### src/design/evpm_pkg.sv
// Shared types, constants and helpers of the pilot and proximity monitor.
// Used by every design file of the block; depends on nothing else.
`timescale 1ns / 1ps

package evpm_pkg;

    // Field widths
    localparam int TIME_W     = 32;
    localparam int SAMPLE_W   = 12;
    localparam int STATE_W    = 3;
    localparam int CABLE_W    = 6;
    localparam int AVAIL_W    = 16;
    localparam int CFG_IDX_W  = 2;
    localparam int CFG_DATA_W = 16;

    // Proximity moving average
    localparam int PROX_WINDOW = 4;
    localparam int WIN_IDX_W   = $clog2(PROX_WINDOW);
    localparam int SUM_W       = SAMPLE_W + WIN_IDX_W;

    // The ladder compares the window sum, so that avg > T becomes sum >= (T + 1) * N.
    localparam logic [SUM_W-1:0] SUM_UNPLUG = SUM_W'((3500 + 1) * PROX_WINDOW);
    localparam logic [SUM_W-1:0] SUM_13A    = SUM_W'((2950 + 1) * PROX_WINDOW);
    localparam logic [SUM_W-1:0] SUM_20A    = SUM_W'((2580 + 1) * PROX_WINDOW);
    localparam logic [SUM_W-1:0] SUM_32A    = SUM_W'((1650 + 1) * PROX_WINDOW);
    localparam logic [SUM_W-1:0] SUM_63A    = SUM_W'((925 + 1) * PROX_WINDOW);
    localparam logic [SUM_W-1:0] SUM_FAULT  = SUM_W'((200 + 1) * PROX_WINDOW);

    // Charge states
    localparam logic [STATE_W-1:0] ST_A     = 3'd0;
    localparam logic [STATE_W-1:0] ST_B     = 3'd1;
    localparam logic [STATE_W-1:0] ST_C     = 3'd2;
    localparam logic [STATE_W-1:0] ST_E     = 3'd3;
    localparam logic [STATE_W-1:0] ST_FAULT = 3'd4;

    // Cable ratings in amps
    localparam logic [CABLE_W-1:0] CABLE_NONE = 6'd0;
    localparam logic [CABLE_W-1:0] CABLE_13A  = 6'd13;
    localparam logic [CABLE_W-1:0] CABLE_20A  = 6'd20;
    localparam logic [CABLE_W-1:0] CABLE_32A  = 6'd32;
    localparam logic [CABLE_W-1:0] CABLE_63A  = 6'd63;

    // Configuration register indexes and reset values
    localparam logic [CFG_IDX_W-1:0]  REG_VEHICLE_READY = 2'd0;
    localparam logic [CFG_IDX_W-1:0]  REG_PERIOD_MIN    = 2'd1;
    localparam logic [CFG_IDX_W-1:0]  REG_PERIOD_MAX    = 2'd2;
    localparam logic [CFG_DATA_W-1:0] PERIOD_MIN_RESET  = 16'd800;
    localparam logic [CFG_DATA_W-1:0] PERIOD_MAX_RESET  = 16'd1200;

    // Duty and current arithmetic
    localparam int HI20_W  = TIME_W + 5;
    localparam int DUTY_W  = TIME_W + 7;
    localparam int PROD_W  = TIME_W + AVAIL_W;
    localparam int DUTY_MIN_DIV = 20;
    localparam int DUTY_MAX_NUM = 97;
    localparam int DUTY_DEN     = 100;
    localparam int MA_PER_FULL  = 60000;
    localparam logic [AVAIL_W-1:0] MIN_CHARGE_MA = 16'd6000;
    localparam int DIV_CNT_W = $clog2(AVAIL_W);

    // Queue between front and back
    localparam int QUEUE_DEPTH = 4;
    localparam int Q_IDX_W     = $clog2(QUEUE_DEPTH);

    typedef struct packed {
        logic                 is_tick;
        logic [TIME_W-1:0]    edge_time;
        logic                 level;
        logic [CABLE_W-1:0]   cable_a;
        logic [STATE_W-1:0]   prox_state;
    } job_t;

    typedef struct packed {
        logic                  vehicle_ready;
        logic [CFG_DATA_W-1:0] period_min;
        logic [CFG_DATA_W-1:0] period_max;
    } cfg_t;

    function automatic logic [AVAIL_W-1:0] cable_ma(input logic [CABLE_W-1:0] amps);
        logic [AVAIL_W-1:0] ma;
        case (amps)
            CABLE_13A: ma = 16'd13000;
            CABLE_20A: ma = 16'd20000;
            CABLE_32A: ma = 16'd32000;
            CABLE_63A: ma = 16'd63000;
            default:   ma = 16'd0;
        endcase
        return ma;
    endfunction

endpackage

### src/design/evpm_req_if.sv
// Request channel: pilot edges and update ticks with a proximity sample.
// Depends on evpm_pkg for the field widths.
`timescale 1ns / 1ps

interface evpm_req_if import evpm_pkg::*; ();
    logic                valid;
    logic                ready;
    logic                req_type;
    logic [TIME_W-1:0]   edge_time_us;
    logic                pilot_level;
    logic [SAMPLE_W-1:0] prox_sample;

    modport source (output valid, req_type, edge_time_us, pilot_level, prox_sample,
                    input ready);
    modport sink (input valid, req_type, edge_time_us, pilot_level, prox_sample,
                  output ready);
endinterface

### src/design/evpm_rsp_if.sv
// Response channel: charge state, cable rating and current limits per tick.
// Depends on evpm_pkg for the field widths.
`timescale 1ns / 1ps

interface evpm_rsp_if import evpm_pkg::*; ();
    logic               valid;
    logic               ready;
    logic [STATE_W-1:0] charge_state;
    logic [CABLE_W-1:0] cable_rating_a;
    logic [AVAIL_W-1:0] available_ma;
    logic [AVAIL_W-1:0] max_charge_ma;

    modport source (output valid, charge_state, cable_rating_a, available_ma,
                    max_charge_ma, input ready);
    modport sink (input valid, charge_state, cable_rating_a, available_ma,
                  max_charge_ma, output ready);
endinterface

### src/design/evpm_front.sv
// Front end: accepts request beats, keeps the proximity window and classifies ticks.
// Depends on evpm_pkg and evpm_req_if.
`timescale 1ns / 1ps

module evpm_front import evpm_pkg::*; (
    input  logic      clk,
    input  logic      rst_n,
    evpm_req_if.sink  req,
    input  logic      q_full,
    output logic      push,
    output job_t      push_job
);

    logic [SAMPLE_W-1:0]  win_reg [PROX_WINDOW];
    logic [WIN_IDX_W-1:0] slot_reg;
    logic [WIN_IDX_W-1:0] slot_next;
    logic [SUM_W-1:0]     sum_reg;
    logic [SUM_W-1:0]     sum_next;
    logic                 tick_accept;
    logic [CABLE_W-1:0]   cable;
    logic [STATE_W-1:0]   prox_state;

    assign req.ready   = !q_full;
    assign push        = req.valid && !q_full;
    assign tick_accept = push && req.req_type;

    always_comb
    begin
        // The running sum drops the sample being overwritten and adds the new one.
        sum_next = sum_reg - SUM_W'(win_reg[slot_reg]) + SUM_W'(req.prox_sample);
        if (slot_reg == WIN_IDX_W'(PROX_WINDOW - 1))
        begin
            slot_next = '0;
        end
        else
        begin
            slot_next = slot_reg + 1'b1;
        end

        cable      = CABLE_NONE;
        prox_state = ST_E;
        if (sum_next >= SUM_UNPLUG)
        begin
            prox_state = ST_A;
        end
        else if (sum_next >= SUM_13A)
        begin
            cable = CABLE_13A;
        end
        else if (sum_next >= SUM_20A)
        begin
            cable = CABLE_20A;
        end
        else if (sum_next >= SUM_32A)
        begin
            cable = CABLE_32A;
        end
        else if (sum_next >= SUM_63A)
        begin
            cable = CABLE_63A;
        end
        else if (sum_next >= SUM_FAULT)
        begin
            prox_state = ST_FAULT;
        end
    end

    always_comb
    begin
        push_job.is_tick    = req.req_type;
        push_job.edge_time  = req.edge_time_us;
        push_job.level      = req.pilot_level;
        push_job.cable_a    = cable;
        push_job.prox_state = prox_state;
    end

    always_ff @(posedge clk or negedge rst_n)
    begin
        if (!rst_n)
        begin
            slot_reg <= '0;
            sum_reg  <= '0;
            for (int i = 0; i < PROX_WINDOW; i++)
            begin
                win_reg[i] <= '0;
            end
        end
        else if (tick_accept)
        begin
            slot_reg          <= slot_next;
            sum_reg           <= sum_next;
            win_reg[slot_reg] <= req.prox_sample;
        end
    end

endmodule

### src/design/evpm_queue.sv
// Short job queue between the front end and the back end.
// Depends on evpm_pkg for the job type and depth.
`timescale 1ns / 1ps

module evpm_queue import evpm_pkg::*; (
    input  logic clk,
    input  logic rst_n,
    input  logic push,
    input  job_t push_job,
    output logic full,
    input  logic pop,
    output job_t pop_job,
    output logic empty
);

    job_t               slot_reg [QUEUE_DEPTH];
    logic [Q_IDX_W-1:0] wr_ptr_reg;
    logic [Q_IDX_W-1:0] rd_ptr_reg;
    logic [Q_IDX_W:0]   count_reg;
    logic [Q_IDX_W:0]   count_next;

    assign full    = (count_reg == (Q_IDX_W + 1)'(QUEUE_DEPTH));
    assign empty   = (count_reg == '0);
    assign pop_job = slot_reg[rd_ptr_reg];

    always_comb
    begin
        count_next = count_reg;
        if (push && !pop)
        begin
            count_next = count_reg + 1'b1;
        end
        else if (pop && !push)
        begin
            count_next = count_reg - 1'b1;
        end
    end

    always_ff @(posedge clk)
    begin
        if (push)
        begin
            slot_reg[wr_ptr_reg] <= push_job;
        end
    end

    always_ff @(posedge clk or negedge rst_n)
    begin
        if (!rst_n)
        begin
            wr_ptr_reg <= '0;
            rd_ptr_reg <= '0;
            count_reg  <= '0;
        end
        else
        begin
            count_reg <= count_next;
            if (push)
            begin
                wr_ptr_reg <= (wr_ptr_reg == Q_IDX_W'(QUEUE_DEPTH - 1)) ? '0
                                                                        : wr_ptr_reg + 1'b1;
            end
            if (pop)
            begin
                rd_ptr_reg <= (rd_ptr_reg == Q_IDX_W'(QUEUE_DEPTH - 1)) ? '0
                                                                        : rd_ptr_reg + 1'b1;
            end
        end
    end

endmodule

### src/design/evpm_back.sv
// Back end: pilot measurement, duty check, iterative current divider and result register.
// Depends on evpm_pkg and evpm_rsp_if.
`timescale 1ns / 1ps

module evpm_back import evpm_pkg::*; (
    input  logic       clk,
    input  logic       rst_n,
    input  cfg_t       cfg,
    input  logic       q_empty,
    input  job_t       q_job,
    output logic       pop,
    evpm_rsp_if.source rsp
);

    localparam logic [2:0] S_IDLE = 3'd0;
    localparam logic [2:0] S_MUL  = 3'd1;
    localparam logic [2:0] S_CMP  = 3'd2;
    localparam logic [2:0] S_DIV  = 3'd3;
    localparam logic [2:0] S_FIN  = 3'd4;

    logic [2:0]           state_reg,  state_next;
    logic [TIME_W-1:0]    high_reg,   high_next;
    logic [TIME_W-1:0]    period_reg, period_next;
    logic [TIME_W-1:0]    rise_reg,   rise_next;
    logic                 level_reg,  level_next;
    logic                 fresh_reg,  fresh_next;
    logic                 seen_reg,   seen_next;
    logic [STATE_W-1:0]   now_reg,    now_next;
    logic [STATE_W-1:0]   base_reg,   base_next;
    logic [CABLE_W-1:0]   cable_reg,  cable_next;
    logic [AVAIL_W-1:0]   avail_reg,  avail_next;
    logic [HI20_W-1:0]    hi20_reg,   hi20_next;
    logic [DUTY_W-1:0]    hi100_reg,  hi100_next;
    logic [DUTY_W-1:0]    per97_reg,  per97_next;
    logic [PROD_W-1:0]    prod_reg,   prod_next;
    logic [TIME_W-1:0]    rem_reg,    rem_next;
    logic [AVAIL_W-1:0]   dq_reg,     dq_next;
    logic [DIV_CNT_W-1:0] cnt_reg,    cnt_next;

    logic                 out_valid_reg, out_valid_next;
    logic [STATE_W-1:0]   out_state_reg, out_state_next;
    logic [CABLE_W-1:0]   out_cable_reg, out_cable_next;
    logic [AVAIL_W-1:0]   out_avail_reg, out_avail_next;
    logic [AVAIL_W-1:0]   out_max_reg,   out_max_next;

    logic [TIME_W:0]      shifted;
    logic                 q_bit;
    logic [AVAIL_W-1:0]   limit_ma;
    logic [AVAIL_W-1:0]   max_ma;
    logic [STATE_W-1:0]   final_state;
    logic                 out_free;

    assign rsp.valid          = out_valid_reg;
    assign rsp.charge_state   = out_state_reg;
    assign rsp.cable_rating_a = out_cable_reg;
    assign rsp.available_ma   = out_avail_reg;
    assign rsp.max_charge_ma  = out_max_reg;

    assign pop      = (state_reg == S_IDLE) && !q_empty;
    assign out_free = !out_valid_reg || rsp.ready;

    // One restoring step: the remainder always stays below the period.
    assign shifted = {rem_reg, dq_reg[AVAIL_W-1]};
    assign q_bit   = (shifted >= {1'b0, period_reg});

    assign limit_ma = cable_ma(cable_reg);
    assign max_ma   = (avail_reg < limit_ma) ? avail_reg : limit_ma;

    always_comb
    begin
        if (max_ma >= MIN_CHARGE_MA)
        begin
            final_state = cfg.vehicle_ready ? ST_C : ST_B;
        end
        else if (max_ma != '0)
        begin
            final_state = ST_B;
        end
        else
        begin
            final_state = base_reg;
        end
    end

    always_comb
    begin
        state_next     = state_reg;
        high_next      = high_reg;
        period_next    = period_reg;
        rise_next      = rise_reg;
        level_next     = level_reg;
        fresh_next     = fresh_reg;
        seen_next      = seen_reg;
        now_next       = now_reg;
        base_next      = base_reg;
        cable_next     = cable_reg;
        avail_next     = avail_reg;
        hi20_next      = hi20_reg;
        hi100_next     = hi100_reg;
        per97_next     = per97_reg;
        prod_next      = prod_reg;
        rem_next       = rem_reg;
        dq_next        = dq_reg;
        cnt_next       = cnt_reg;
        out_valid_next = out_valid_reg && !rsp.ready;
        out_state_next = out_state_reg;
        out_cable_next = out_cable_reg;
        out_avail_next = out_avail_reg;
        out_max_next   = out_max_reg;

        case (state_reg)
            S_IDLE:
            begin
                if (!q_empty)
                begin
                    if (!q_job.is_tick)
                    begin
                        // A repeated level leaves the measurement alone.
                        if (q_job.level && !level_reg)
                        begin
                            if (seen_reg)
                            begin
                                period_next = q_job.edge_time - rise_reg;
                            end
                            rise_next  = q_job.edge_time;
                            seen_next  = 1'b1;
                            level_next = 1'b1;
                        end
                        else if (!q_job.level && level_reg)
                        begin
                            high_next  = q_job.edge_time - rise_reg;
                            fresh_next = 1'b1;
                            level_next = 1'b0;
                        end
                    end
                    else
                    begin
                        cable_next = q_job.cable_a;
                        avail_next = '0;
                        state_next = S_FIN;
                        if (q_job.cable_a == CABLE_NONE)
                        begin
                            base_next = q_job.prox_state;
                        end
                        else if (!fresh_reg || period_reg == '0)
                        begin
                            base_next = ST_E;
                        end
                        else
                        begin
                            fresh_next = 1'b0;
                            base_next  = now_reg;
                            if (period_reg >= TIME_W'(cfg.period_min) &&
                                period_reg <= TIME_W'(cfg.period_max))
                            begin
                                state_next = S_MUL;
                            end
                        end
                    end
                end
            end

            S_MUL:
            begin
                hi20_next  = HI20_W'(high_reg) * HI20_W'(DUTY_MIN_DIV);
                hi100_next = DUTY_W'(high_reg) * DUTY_W'(DUTY_DEN);
                per97_next = DUTY_W'(period_reg) * DUTY_W'(DUTY_MAX_NUM);
                prod_next  = PROD_W'(high_reg) * PROD_W'(MA_PER_FULL);
                state_next = S_CMP;
            end

            S_CMP:
            begin
                if (hi20_reg < HI20_W'(period_reg) || hi100_reg > per97_reg)
                begin
                    state_next = S_FIN;
                end
                else
                begin
                    // Duty of at most 97 percent keeps the quotient within 16 bits, so the
                    // upper dividend bits already sit below the period.
                    rem_next   = prod_reg[PROD_W-1:AVAIL_W];
                    dq_next    = prod_reg[AVAIL_W-1:0];
                    cnt_next   = '0;
                    state_next = S_DIV;
                end
            end

            S_DIV:
            begin
                rem_next = q_bit ? TIME_W'(shifted - {1'b0, period_reg})
                                 : shifted[TIME_W-1:0];
                dq_next  = {dq_reg[AVAIL_W-2:0], q_bit};
                cnt_next = cnt_reg + 1'b1;
                if (cnt_reg == DIV_CNT_W'(AVAIL_W - 1))
                begin
                    avail_next = {dq_reg[AVAIL_W-2:0], q_bit};
                    state_next = S_FIN;
                end
            end

            S_FIN:
            begin
                if (out_free)
                begin
                    now_next       = final_state;
                    out_valid_next = 1'b1;
                    out_state_next = final_state;
                    out_cable_next = cable_reg;
                    out_avail_next = avail_reg;
                    out_max_next   = max_ma;
                    state_next     = S_IDLE;
                end
            end

            default:
            begin
                state_next = S_IDLE;
            end
        endcase
    end

    always_ff @(posedge clk or negedge rst_n)
    begin
        if (!rst_n)
        begin
            state_reg     <= S_IDLE;
            high_reg      <= '0;
            period_reg    <= '0;
            rise_reg      <= '0;
            level_reg     <= 1'b0;
            fresh_reg     <= 1'b0;
            seen_reg      <= 1'b0;
            now_reg       <= ST_A;
            out_valid_reg <= 1'b0;
        end
        else
        begin
            state_reg     <= state_next;
            high_reg      <= high_next;
            period_reg    <= period_next;
            rise_reg      <= rise_next;
            level_reg     <= level_next;
            fresh_reg     <= fresh_next;
            seen_reg      <= seen_next;
            now_reg       <= now_next;
            out_valid_reg <= out_valid_next;
        end
    end

    always_ff @(posedge clk)
    begin
        base_reg      <= base_next;
        cable_reg     <= cable_next;
        avail_reg     <= avail_next;
        hi20_reg      <= hi20_next;
        hi100_reg     <= hi100_next;
        per97_reg     <= per97_next;
        prod_reg      <= prod_next;
        rem_reg       <= rem_next;
        dq_reg        <= dq_next;
        cnt_reg       <= cnt_next;
        out_state_reg <= out_state_next;
        out_cable_reg <= out_cable_next;
        out_avail_reg <= out_avail_next;
        out_max_reg   <= out_max_next;
    end

    a_max_not_above_avail: assert property (@(posedge clk) disable iff (!rst_n)
        out_valid_reg |-> (out_max_reg <= out_avail_reg))
        else $error("charge limit exceeds offered current");

    a_no_cable_no_current: assert property (@(posedge clk) disable iff (!rst_n)
        (out_valid_reg && out_cable_reg == CABLE_NONE) |->
            (out_avail_reg == '0 && out_max_reg == '0))
        else $error("current reported without a cable");

    a_enough_current_charges: assert property (@(posedge clk) disable iff (!rst_n)
        (out_valid_reg && out_max_reg >= MIN_CHARGE_MA) |->
            (out_state_reg == ST_B || out_state_reg == ST_C))
        else $error("sufficient current but state is neither B nor C");

    a_divisor_nonzero: assert property (@(posedge clk) disable iff (!rst_n)
        (state_reg == S_DIV) |-> (period_reg != '0))
        else $error("divider running on a zero period");

    a_fresh_consumed: assert property (@(posedge clk) disable iff (!rst_n)
        (state_reg == S_IDLE && state_next == S_MUL) |=> !fresh_reg)
        else $error("measurement not consumed by its tick");

endmodule

### src/design/ev_pilot_proximity_monitor.sv
// Top level of the pilot and proximity monitor: configuration registers,
// front end, job queue and back end. Depends on evpm_pkg and both channel interfaces.
// A tick's result is registered; when the duty is converted it first passes the multiply,
// compare and 16-step divider states. Pilot edges: one per cycle while the queue has room;
// the back end takes no new job until the current tick's result is registered.
// Reset clears the measurement, the proximity window and the state to A at once.
`timescale 1ns / 1ps

module ev_pilot_proximity_monitor import evpm_pkg::*; (
    input  logic                  clk,
    input  logic                  rst_n,
    evpm_req_if.sink              req,
    evpm_rsp_if.source            rsp,
    input  logic                  cfg_we,
    input  logic [CFG_IDX_W-1:0]  cfg_index,
    input  logic [CFG_DATA_W-1:0] cfg_data
);

    cfg_t cfg_reg;
    cfg_t cfg_next;
    logic push;
    job_t push_job;
    logic q_full;
    logic pop;
    job_t pop_job;
    logic q_empty;

    always_comb
    begin
        cfg_next = cfg_reg;
        if (cfg_we)
        begin
            case (cfg_index)
                REG_VEHICLE_READY: cfg_next.vehicle_ready = cfg_data[0];
                REG_PERIOD_MIN:    cfg_next.period_min    = cfg_data;
                REG_PERIOD_MAX:    cfg_next.period_max    = cfg_data;
                default:           cfg_next = cfg_reg;
            endcase
        end
    end

    always_ff @(posedge clk or negedge rst_n)
    begin
        if (!rst_n)
        begin
            cfg_reg.vehicle_ready <= 1'b0;
            cfg_reg.period_min    <= PERIOD_MIN_RESET;
            cfg_reg.period_max    <= PERIOD_MAX_RESET;
        end
        else
        begin
            cfg_reg <= cfg_next;
        end
    end

    evpm_front u_front (
        .clk      (clk),
        .rst_n    (rst_n),
        .req      (req),
        .q_full   (q_full),
        .push     (push),
        .push_job (push_job)
    );

    evpm_queue u_queue (
        .clk      (clk),
        .rst_n    (rst_n),
        .push     (push),
        .push_job (push_job),
        .full     (q_full),
        .pop      (pop),
        .pop_job  (pop_job),
        .empty    (q_empty)
    );

    evpm_back u_back (
        .clk     (clk),
        .rst_n   (rst_n),
        .cfg     (cfg_reg),
        .q_empty (q_empty),
        .q_job   (pop_job),
        .pop     (pop),
        .rsp     (rsp)
    );

endmodule

### src/flat_wrapper.sv
// flat-port wrapper written by rule: the top's interface ports become plain ports
module ev_pilot_proximity_monitor_flat import evpm_pkg::*;
  (clk, rst_n, cfg_we, cfg_index, cfg_data, req_valid, req_req_type, req_edge_time_us, req_pilot_level, req_prox_sample, req_ready, rsp_valid, rsp_charge_state, rsp_cable_rating_a, rsp_available_ma, rsp_max_charge_ma, rsp_ready);
  evpm_req_if req_i ();
  evpm_rsp_if rsp_i ();
  input  logic clk;
  input  logic rst_n;
  input  logic cfg_we;
  input  logic [CFG_IDX_W-1:0] cfg_index;
  input  logic [CFG_DATA_W-1:0] cfg_data;
  input wire logic [$bits(req_i.valid)-1:0] req_valid;
  input wire logic [$bits(req_i.req_type)-1:0] req_req_type;
  input wire logic [$bits(req_i.edge_time_us)-1:0] req_edge_time_us;
  input wire logic [$bits(req_i.pilot_level)-1:0] req_pilot_level;
  input wire logic [$bits(req_i.prox_sample)-1:0] req_prox_sample;
  output wire logic [$bits(req_i.ready)-1:0] req_ready;
  output wire logic [$bits(rsp_i.valid)-1:0] rsp_valid;
  output wire logic [$bits(rsp_i.charge_state)-1:0] rsp_charge_state;
  output wire logic [$bits(rsp_i.cable_rating_a)-1:0] rsp_cable_rating_a;
  output wire logic [$bits(rsp_i.available_ma)-1:0] rsp_available_ma;
  output wire logic [$bits(rsp_i.max_charge_ma)-1:0] rsp_max_charge_ma;
  input wire logic [$bits(rsp_i.ready)-1:0] rsp_ready;
  assign req_i.valid = req_valid;
  assign req_i.req_type = req_req_type;
  assign req_i.edge_time_us = req_edge_time_us;
  assign req_i.pilot_level = req_pilot_level;
  assign req_i.prox_sample = req_prox_sample;
  assign req_ready = req_i.ready;
  assign rsp_valid = rsp_i.valid;
  assign rsp_charge_state = rsp_i.charge_state;
  assign rsp_cable_rating_a = rsp_i.cable_rating_a;
  assign rsp_available_ma = rsp_i.available_ma;
  assign rsp_max_charge_ma = rsp_i.max_charge_ma;
  assign rsp_i.ready = rsp_ready;
  ev_pilot_proximity_monitor u_core (.clk(clk), .rst_n(rst_n), .req(req_i), .rsp(rsp_i), .cfg_we(cfg_we), .cfg_index(cfg_index), .cfg_data(cfg_data));
endmodule
### config.mk
export PLATFORM = sky130hd
export DESIGN_NAME = ev_pilot_proximity_monitor_flat
export DESIGN_NICKNAME = d
export VERILOG_FILES = /design/src/design/evpm_pkg.sv /design/src/design/evpm_req_if.sv /design/src/design/evpm_rsp_if.sv /design/src/design/evpm_front.sv /design/src/design/evpm_queue.sv /design/src/design/evpm_back.sv /design/src/design/ev_pilot_proximity_monitor.sv /design/src/flat_wrapper.sv
export SDC_FILE = /design/constraint.sdc
export NUM_CORES = 2
export LEC_CHECK = 0
export BUFFER_PORTS_ARGS = -buffer_cell sky130_fd_sc_hd__buf_2
export CAP_MARGIN = 30
export CORE_MARGIN = 2
export CORE_UTILIZATION = 57
export CTS_CLUSTER_DIAMETER = 100
export DETAILED_ROUTE_END_ITERATION = 10
export PLACE_DENSITY = 0.82
export SLEW_MARGIN = 0
export SYNTH_ARGS = -nofsm -noshare
export SYNTH_HDL_FRONTEND = slang
export SYNTH_SLANG_ARGS = --single-unit
### constraint.sdc
create_clock -name clk -period 12.7 [get_ports clk]
set_input_delay 3.175 -clock clk [delete_from_list [all_inputs] [get_ports clk]]
set_output_delay 3.175 -clock clk [all_outputs]
set_load 0.03 [all_outputs]
* Word-level counts from Yosys, hierarchy flattened *
Memory sizes are Yosys's and may differ from the RTL's.
Cells that the tools add are included.

word-level totals
  bits in registers = 482
  latch bits = 0
  bits in writable memories = 172
  bits in read-only memories = 0
  input bits = 69
  output and inout port bits = 43
  memories = 1

cells by class
  add/sub/neg operators = 10
  multiply operators = 4
  divide/modulo/power cells = 0
  order comparisons = 15
  equality and inequality tests = 23
  shifts and indexed selects = 0
  multiplexer cells = 60
  bitwise gates (word level) = 4
  reduce and logical (&&, ||, !) cells = 46

memories
  memory                   words  width  read ports  clocked after memory_dff  wr ports  line              text
  u_core.u_queue.slot_reg  4      43     1           0                         1         evpm_queue.sv:16  job_t slot_reg [QUEUE_DEPTH];

operators with widths
  cell                                                                  number
  2-to-1 mux 16 bit                                                     5
  2-to-1 mux 32 bit                                                     2
  case mux 16 bit (2 select lines)                                      2
  case mux 16 bit (4 select lines)                                      1
  case mux 32 bit (2 select lines)                                      1
  subtractor 32 bit                                                     2
  2-to-1 mux 3 bit                                                      20
  bitwise mux 48 bit                                                    1
  multiplier 32 x 11 -> 43 bit (second input constant)                  1
  greater-or-equal comparator 14 bit (second input constant)            3
  greater-than comparator 39 bit                                        1
  multiplier 32 x 7 -> 39 bit (second input constant)                   1
  < comparator 37 x 32 -> 1 bit                                         1
  multiplier 32 x 5 -> 37 bit (second input constant)                   1
  2-to-1 mux 12 bit                                                     3
  multiplier 32 x 3 -> 35 bit (second input constant)                   1
  greater-or-equal comparator 33 x 32 -> 1 bit                          1
  greater-or-equal comparator 32 x 16 -> 1 bit                          1
  <= comparator 32 x 16 -> 1 bit                                        1
  zero test 32 bit                                                      1
  2-to-1 mux 6 bit                                                      5
  binary-select mux 12 bit (select 2 bit)                               1
  demux 12 bit (select 2 bit)                                           1
  greater-or-equal comparator 16 x 13 -> 1 bit (second input constant)  1
  42 further kinds                                                      104

* Logic depth before layout (Yosys ltp) *
  depth after elaboration = 13
  gate-level depth with buffers = 21

* Modules after synthesis *
From an unflattened synthesis, not the netlist that was laid out.

second synthesis, totals
  cells, all modules = 4233
  area total of the unflattened synthesis = 46958.8 um^2

modules (own cells, without submodules)
  module                      instances  cells an instance  area each (um^2)  seq. area each (um^2)
  evpm_back                   1          3430               34564.4           10730.3
  evpm_queue                  1          262                6680.2            5340.1
  evpm_front                  1          470                4362.9            1601.5
  ev_pilot_proximity_monitor  1          71                 1351.3            834.6

* Worst setup path before layout *
OpenSTA, ideal clock, no wires.

  kind = reg-to-reg
  start = reg u_core.u_back.state_reg[0]
  end = reg u_core.u_back.hi100_reg[10], enable pin
  setup time = 878 ps
  arrival time = 11585 ps
  required time = 11822 ps
  setup slack = 237 ps
  stages on the path, launching flop included = 3
  path buffers = 1
  cells stage by stage = dfrtp_1 clkbuf_1 nor3b_1

on the way
  longest elaborated chain between the ends = 1

ends and longest elaborated chain
  item                    line              text
  from (decl)             evpm_back.sv:21   logic [2:0] state_reg, state_next;
  from (signal assigned)  evpm_back.sv:239  state_reg <= state_next;
  == test 3 x 1 -> 1 bit  evpm_back.sv:111  case (state_reg)
  to (signal assigned)    evpm_back.sv:257  hi100_reg <= hi100_next;
  to (decl)               evpm_back.sv:33   logic [DUTY_W-1:0] hi100_reg, hi100_next;

No other way between the ends.
A chain may end at the register's enable or synchronous reset.

==> flow_metrics.tcl <==
set metrics [dict create \
    status "finished, final reports clean" \
    cts_sinks 641 \
    synth-async-reset-ratio_pct 32.76 \
    io_buffers 111 \
    crit_fanout 5 \
    htreeDepth 3 \
    syn-num-nets 5004 \
    dr_wl_met3_mm 7.073 \
    row_count 103 \
    clockBufferDepth 3 \
    firstDrtPassIters 8 \
    antenna_found_initial 5 \
    finalSetupViolations 0 \
    io-pin-count 112 \
    grt_pass1_vias 31100 \
    insertion_delay_ns 0.62 \
    finalMaxSlewViolations 0 \
    grt_max_degree 153 \
    cap_violations 0 \
    final_nets 5135 \
    worstPathArrival_ns 6.92 \
    finalCoreUtilization_pct 62.65 \
    yosys-top-cells-area "edfxtp_1 (28%), ha_1 (16%), dfrtp_1 (11%), fa_1 (9.2%), inv_1 (5.6%)" \
    start_util_pct 57.50 \
    layout.cells.non_filler 5371 \
    place_inst 5250 \
    dp_hpwl_mm 80.10 \
    worst_slew_pin_slew_ns 0.9385 \
    required_ns 13.04 \
    largest_reg_flops 164 \
    via_per_inst 5.742 \
    dp_worst_setup_slack_ns 5.606 \
    drt_iter0_drc 2401 \
    skew_ns 0.04258 \
    area_growth_pct 8.960 \
    hold_viol_final 0 \
    critPathKind "input pin to register" \
    hold_buffers 0 \
    dieArea_mm2 0.08197 \
    fillCellCount 6102 \
    cts.reportedPaths.clkPinSlew_ns 0.06 \
    fmax_ghz 0.1521 \
    avgSynthCellArea_um2 10.97 \
    grt_setup_unrepaired "false" \
    drc 0 \
    gr-usage-all-layers_pct 25.61 \
    synth_cells 4140 \
    overflow 0 \
    yosysTopAreaCell "edfxtp_1" \
    cts_buffers 68 \
    yosysTopAreaCellShare_pct 28.49 \
    wl_mm 103.5 \
    setup_slack_ns 6.125 \
    ant_nets 0 \
    postCtsSetupBuffers 0 \
    core_mm2 0.07900 \
    routed.top_layer "met5" \
    synth_edf_count 431 \
    cts_root_buffer "clkbuf_16" \
    die_y_um 286.3 \
    post-route-min-period_ns 6.575 \
    cts_tree "yes" \
    die_w_um 286.3 \
    drt-met1-wl_mm 44.62 \
    drive_gt1_share_pct 9.678 \
    yosysSeqAreaShare_pct 40.08 \
    slew-limit-headroom_pct 37.44 \
    synth_cell_types 86 \
    synth_area_mm2 0.04543 \
    hold_path.class "register to register" \
    setup.worst_path.start_class "input pin" \
    wl_per_cell_um 19.27 \
    place_congestion 0.9212 \
    synthFlopType "edfxtp_1" \
    fin_tns_setup_ns 0 \
    crit_path_end_kind "register" \
    ys_warn_count 0 \
    vias 30840 \
    fin_crit_sh_pct 51.77 \
    grt_pass1_wl_mm 165.6 \
    wl_met2_mm 48.72 \
    post_cts_resized 0 \
    ys_seq_elements 641 \
]
[stage by stage]
step | area [um^2] | hold slack (ns)
floorplan | 45430 | 0.4394
detailed placement | 47270 | 0.4572
finish | 49500 | 0.4745
CTS | 49460 | 0.4780
global route | 49490 | 0.5050
global placement | 47190 | 0.4522
[synthesized netlist by cell type, drive strengths merged (32+ instances only)]
cell type and instances:
nand4 35, mux4 53, ha 587, edfxtp 431, nand2 262, nor2 165, clkbuf 53, nand3 47
dfrtp 203, and3 54, nor3 43, o21ai 273, a21oi 239, a21o 117, mux2 80, xor2 59
xnor2 124, nand2b 32, inv 677, fa 208, o21a 59
[worst max-delay path, stage by stage]
cell and delay (ns):
buf_2 0.08, inv_1 0.09, fa_1 0.54, inv_1 0.07
fa_1 0.45, a21o_1 0.21, a211oi_1 0.33, o21ai_1 0.20
a2111oi_0 0.40, mux2_2 0.22, o32a_1 0.21, o211ai_1 0.11
nand3_1 0.15, o311ai_1 0.18, a21boi_0 0.50
[area by class of cell]
cell class	instances	area, um^2	share of cell area [%]
timing repair buffer	134	820.8	1.658
inverter	677	2541	5.134
multi-input combinational	2749	24410	49.32
antenna	2	5.005	0.01011
clock inverter	31	342.8	0.6926
tap	1050	1314	2.654
clock buffer	87	1854	3.746
sequential	641	18210	36.79
[cells in the final DEF, fill, tap and decap left out, drive strengths merged, types with 24 or more instances in the layout]
cell type  instances
o21bai            30
edfxtp           431
nand2            262
ha               587
xor2              59
nand3             47
and3              54
a21oi            239
nor2b             31
fa               208
nor3              43
and2              24
nand2b            32
nand4             35
a21o             117
nor2             165
xnor2            124
dfrtp            203
o21ai            273
inv              682
buf              134
o21a              59
mux4              53
clkbuf            87
mux2              80
[cell families after synthesis]
kind of cell | Yosys count | share of synthesized area (%)
XOR/XNOR | 183 | 3.528
AND/OR/NAND/NOR | 746 | 7.800
flip-flops | 641 | 40.08
adder cells (fa/ha/maj) | 795 | 25.33
buffers and inverters | 750 | 6.236
AO/OA/AOI/OAI | 878 | 12.10
multiplexers | 147 | 4.919
[worst paths after layout]
kind,start,endpoint,slack [ns],cells past startpoint
worst max-delay path,req_prox_sample[1],u_core.u_queue.slot_reg[1][7],6.12,15
worst min-delay path,u_core.u_back.seen_reg,u_core.u_back.seen_reg,0.47,1
worst max register to register,u_core.u_back.high_reg[9],u_core.u_back.prod_reg[37],6.36,19
worst min register to register,u_core.u_back.seen_reg,u_core.u_back.seen_reg,0.47,1
max in group asynchronous,rst_n,u_core.u_back.period_reg[20],8.86,2
min in group asynchronous,rst_n,u_core.u_front.win_reg[6],2.49,1
[routing by layer]
| layer | vias up | global-route usage [%] |
|---|---|---|
| met5 | - | 0 |
| met4 | 8 | 8.181 |
| met3 | 176 | 4.539 |
| met2 | 806 | 41.83 |
| met1 | 15120 | 34.94 |
| li1 | 14730 | - |
Power is not shown: default switching activity piles up to over one toggle a cycle in this logic, so the estimate is an artifact.
